<file path="config.mk">
export PLATFORM = sky130hd
export DESIGN_NAME = aik_sqrt_cell
export DESIGN_NICKNAME = d
export VERILOG_FILES = /design/src/sv/aik_pkg.sv /design/src/sv/aik_sqrt_cell.sv
export SDC_FILE = /design/constraint.sdc
export NUM_CORES = 1
export LEC_CHECK = 0
export ABC_AREA = 1
export BUFFER_PORTS_ARGS = -buffer_cell sky130_fd_sc_hd__buf_4
export CORE_MARGIN = 2
export CORE_UTILIZATION = 45
export DETAILED_ROUTE_END_ITERATION = 10
export HOLD_SLACK_MARGIN = 0.15
export PLACE_DENSITY = 0.84
export SLEW_MARGIN = 20
export SYNTH_ARGS = -nofsm -noshare
export SYNTH_HDL_FRONTEND = slang
export SYNTH_SLANG_ARGS = --single-unit
</file>
<file path="constraint.sdc">
create_clock -name clk -period 1.8 [get_ports clk]
set_clock_uncertainty 0.05 [all_clocks]
set_input_delay 0.27 -clock clk [delete_from_list [all_inputs] [get_ports clk]]
set_output_delay 0.27 -clock clk [all_outputs]
set_load 0.005 [all_outputs]
</file>
<file path="src/sv/aik_pkg.sv">
// aik_pkg: shared types, constants and helper functions for arm_inverse_kinematics.
// No dependencies.
package aik_pkg;

  localparam int CORDIC_STEPS_DEF = 16;
  localparam int MAX_STEPS        = 24;
  localparam int W                = 32;  // CORDIC x/y width
  localparam int AW               = 26;  // angle width, 1/256 centidegree
  localparam int REG_W            = 14;
  localparam int LEN_W            = 22;  // link length in Q14.8
  localparam int SQ_W             = 44;  // squared length
  localparam int REM_W            = 26;
  localparam int ANG_W            = 28;
  localparam int INV_GAIN         = 39797;
  localparam logic signed [AW-1:0] HALF_TURN = AW'(18000 * 256);

  typedef enum logic [1:0] {
    REG_BASE_HEIGHT,
    REG_LINK_LENGTH,
    REG_TOOL_SIDE,
    REG_TOOL_DROP
  } reg_idx_t;

  typedef struct packed {
    logic                 valid;
    logic                 zero;
    logic signed [W-1:0]  x;
    logic signed [W-1:0]  y;
    logic signed [AW-1:0] z;
  } cord_t;

  typedef struct packed {
    logic             valid;
    logic [SQ_W-1:0]  n;
    logic [REM_W-1:0] rem;
    logic [LEN_W-1:0] root;
  } sqrt_t;

  typedef struct packed {
    logic                 ok;
    logic [LEN_W-1:0]     a;
    logic signed [AW-1:0] beta;
    logic signed [AW-1:0] phi;
    logic signed [AW-1:0] eps;
    logic                 e_pos;
  } side_t;

  function automatic logic signed [AW-1:0] atan_val(input int unsigned i);
    logic signed [AW-1:0] r;
    begin
      case (i)
        0:  r = AW'(1152000);
        1:  r = AW'(680065);
        2:  r = AW'(359328);
        3:  r = AW'(182400);
        4:  r = AW'(91554);
        5:  r = AW'(45822);
        6:  r = AW'(22916);
        7:  r = AW'(11459);
        8:  r = AW'(5730);
        9:  r = AW'(2865);
        10: r = AW'(1432);
        11: r = AW'(716);
        12: r = AW'(358);
        13: r = AW'(179);
        14: r = AW'(90);
        15: r = AW'(45);
        16: r = AW'(22);
        17: r = AW'(11);
        18: r = AW'(6);
        19: r = AW'(3);
        20: r = AW'(1);
        21: r = AW'(1);
        default: r = '0;
      endcase
      return r;
    end
  endfunction

  // round half up to centidegrees and saturate to +/-lim
  function automatic logic signed [17:0] to_cdeg(input logic signed [ANG_W-1:0] v,
                                                 input logic signed [17:0] lim);
    logic signed [ANG_W-1:0] t;
    logic signed [ANG_W-1:0] l;
    logic signed [17:0]      r;
    begin
      t = (v + ANG_W'(128)) >>> 8;
      l = ANG_W'(lim);
      if (t > l) r = lim;
      else if (t < -l) r = -lim;
      else r = t[17:0];
      return r;
    end
  endfunction

endpackage

</file>
<file path="src/sv/aik_sqrt_cell.sv">
// aik_sqrt_cell: one restoring square-root digit step, registered.
// Depends on aik_pkg.
module aik_sqrt_cell (
  input  logic          clk,
  input  logic          rst,
  input  logic          en,
  input  aik_pkg::sqrt_t d,
  output aik_pkg::sqrt_t q
);

  logic [aik_pkg::REM_W-1:0] rem_s, trial;
  aik_pkg::sqrt_t q_next;

  always_comb begin
    rem_s  = {d.rem[aik_pkg::REM_W-3:0], d.n[aik_pkg::SQ_W-1 -: 2]};
    trial  = aik_pkg::REM_W'({d.root, 2'b01});
    q_next = d;
    q_next.n = {d.n[aik_pkg::SQ_W-3:0], 2'b00};
    if (rem_s >= trial) begin
      q_next.rem  = rem_s - trial;
      q_next.root = {d.root[aik_pkg::LEN_W-2:0], 1'b1};
    end else begin
      q_next.rem  = rem_s;
      q_next.root = {d.root[aik_pkg::LEN_W-2:0], 1'b0};
    end
  end

  always_ff @(posedge clk) begin
    if (rst) begin
      q.valid <= 1'b0;
    end else if (en) begin
      q.valid <= q_next.valid;
    end
  end

  always_ff @(posedge clk) begin
    if (en) begin
      q.n    <= q_next.n;
      q.rem  <= q_next.rem;
      q.root <= q_next.root;
    end
  end

endmodule

</file>
==> impl_metrics.json <==
{
  "synthTopCellsByArea": "edfxtp_1 53%, nand2_1 17%, inv_1 9.0%",
  "cts_htree_levels": 3,
  "top_register": "q",
  "initial_core_util_pct": 46.38,
  "vdd_ir_drop_max_mv": 0.5245,
  "cellPowerDensity_nw_per_um2": 789.4,
  "maxSlewViolCount": 0,
  "whs_path_depth": 3,
  "ys_types": 27,
  "vias_per_cell": 5.537,
  "top_regs": "q (91)",
  "grt-ovfl-total": 0,
  "layout-drive-gt1-share_pct": 44.37,
  "clock-sinks": 91,
  "cp.buffers_inverters": 4,
  "dr_total_vias": 5947,
  "regToRegStartpoint": "q[92]",
  "crit_path_max_incr_delay_ns": 0.39,
  "drc": 0,
  "critPathMaxFanout": 4,
  "hp-start": "d[25]",
  "die_x_um": 110.2,
  "ant_nets": 0,
  "critical_path_arrival_ns": 2.14,
  "status": "finished, violations left",
  "grt_pass1_vias": 5357,
  "holdWs_ns": 0.1590,
  "die-area_sq_um": 12140,
  "fillers": 551,
  "wl_um": 23880,
  "rsz0062_at_grt": "yes",
  "syn_to_final_growth_pct": 75.78,
  "fp.coreArea_sq_um": 10940,
  "synth_cells": 589,
  "ys_seq_area_share_pct": 53.68,
  "tns_ns": -1.875,
  "syn_area_sq_um": 5072,
  "largest_register_ffs": 91,
  "finalCriticalPeriod_ns": 2.088,
  "critPathCaptureType": "register",
  "r2r-end": "q[92]",
  "dpl.hpwl_um": 11860,
  "port-buffer-count": 184,
  "hp-class": "in -> reg",
  "cp.required_ns": 1.85,
  "synth_top_area_share_pct": 53.28,
  "grt_max_degree": 39,
  "gp_congestion": 0.9121,
  "register_area_sq_um": 2723,
  "grt_pass1_wl_um": 28880,
  "synth_seq_cells": 91,
  "start_kind": "input pin",
  "min_to": "q[27]",
  "reg2reg_depth": 3,
  "synth_top_area_cell": "edfxtp_1",
  "timing.final.ws_setup_ns": -0.2879,
  "fin_util_pct": 81.53,
  "rrSetupSlack_ns": 0.60,
  "p_total_uw": 7038,
  "crit_chain": "buf_4 -> inv_2 -> ha_4 -> nand2_1 -> nor2_1 -> buf_4 -> inv_1 -> nor2_1 -> o21ai_0 -> nand3b_1 -> nand2_2",
  "pin_count": 189,
  "antenna_found_initial": 1,
  "clock.fmax_mhz": 479.0,
  "grt_usage_pct": 31.99,
  "cts.clk_slew.worst_paths_ns": 0.07,
  "cts_tree": "done",
  "cts_buffers": 9,
  "nets": 1048,
  "rows": 38,
  "wl_per_cell_um": 22.24,
  "yosysWarningCount": 0,
  "violations": "negative setup slack",
  "slowest_stage": "nor2_1",
  "setup.worst_path.class": "in -> reg",
  "multiInputGateArea_sq_um": 2432,
  "maxCapViolCount": 0,
  "drt_pass1_iterations": 6,
  "fin_crit_sh_pct": 116.0,
  "crit_cells": 11,
  "finalSetupViolCount": 23,
  "clock_latency_ns": 0.36,
  "cp_top_family": "simple AND/OR/NAND/NOR gates",
  "cts_root_buf": "clkbuf_16",
  "cts_buffer_depth": 2,
  "syn_area_per_cell_sq_um": 8.612,
  "p_leak_uw": 0.004435,
  "drt_iter0_drc": 943,
  "die_y_um": 110.2,
  "finalHoldViolations": 0,
  "pre_cts_slack_ns": -0.2644
}
-- worst min-delay path, stage by stage --
cell	delay (ns)
buf_4	0.10
nand2_1	0.05
nand2_1	0.04
-- synthesized netlist by cell type --
| library cell | n |
|---|---|
| nand2_1 | 226 |
| inv_1 | 122 |
| edfxtp_1 | 90 |
| nor2_1 | 30 |
| nand3_1 | 26 |
| ha_1 | 24 |
| xor2_1 | 12 |
| a21oi_1 | 11 |
| nand2_2 | 7 |
| nand4_1 | 7 |
| nand3b_1 | 5 |
| buf_6 | 4 |
| o21ai_0 | 4 |
| and2_1 | 3 |
| a21oi_2 | 2 |
| buf_4 | 2 |
| nor2_2 | 2 |
| nor3_1 | 2 |
| or2_2 | 2 |
| conb_1 | 1 |
| dfxtp_1 | 1 |
| inv_4 | 1 |
| mux2i_1 | 1 |
| nand3_4 | 1 |
| nor3_2 | 1 |
| o21bai_1 | 1 |
| xnor2_1 | 1 |
-- layer usage --
layer	routed length [um]	track usage, %	vias up	part of all wire (%)
li1	-	-	2522	-
met4	1893	15.80	0	7.9
met2	10710	54.29	581	45
met1	8197	37.69	2652	34
met5	0	0	-	0
met3	3079	8.113	192	13
-- final cells by class --
cell class / count / area share [%]
diodes: 1 / 0.02807
clock buffers: 10 / 2.568
clock inverters: 6 / 1.081
inverters: 123 / 5.487
multi-input cells: 370 / 27.28
flip-flops and latches: 91 / 30.54
well taps: 140 / 1.965
repair buffers: 331 / 30.86
repair inverters: 2 / 0.1965
-- how the worst max path moves through the flow --
stage,startpoint,endpoint,slack (ns)
3_3_place_gp,d[6],q[39],-0.23
6_report,d[7],q[33],-0.29
5_1_grt,d[8],q[33],-0.22
2_1_floorplan,d[6],q[42],0.0002
4_1_cts,d[11],q[34],0.05
3_5_place_dp,d[6],q[39],-0.26
-- cell families after synthesis --
family	share of synthesized area, %
muxes	0.1973
adders and majority gates	5.920
AOI/OAI and AO/OA	1.973
and+or+nand+nor	25.58
other	0.07393
buffers and inverters	10.34
DFF	53.68
xor gates and xnor gates	2.245
-- power by group --
| part | total, uW | switching, uW | leakage, uW | internal (uW) |
|---|---|---|---|---|
| Clock | 2210 | 967 | 0.000155 | 1240 |
| Combinational | 2150 | 1110 | 0.00339 | 1040 |
| Sequential | 2680 | 94.0 | 0.000889 | 2590 |
-- cell usage in the layout (no fill, tap or decap), types with 6 or more instances in the layout --
master           n
nand3_1         21
nand2_1        180
nand2_4         17
buf_6            7
nand2_2         36
xor2_1          12
inv_1           99
nor2_2          10
inv_2           17
dlygate4sd3_1   65
buf_4          252
ha_4            22
a21oi_1          8
nand4_1          7
inv_4            6
nor2_1          17
edfxtp_1        90
clkbuf_16       10
-- through the flow --
stage | instances | instance area (sq um)
5_1_grt | 1074 | 8916
2_1_floorplan | 590 | 5416
6_report | 1074 | 8916
4_1_cts | 1058 | 8432
3_3_place_gp | 977 | 7456
3_5_place_dp | 977 | 7456
-- timing repair --
item | in CTS | in global routing
resized for setup | 0 | 115
setup endpoints to repair | 0 | 26
hold buffers | 65 | 0
setup buffers | 0 | 12
endpoints found under the hold margin | 64 | 0
Power figures use the tool's default switching activity.
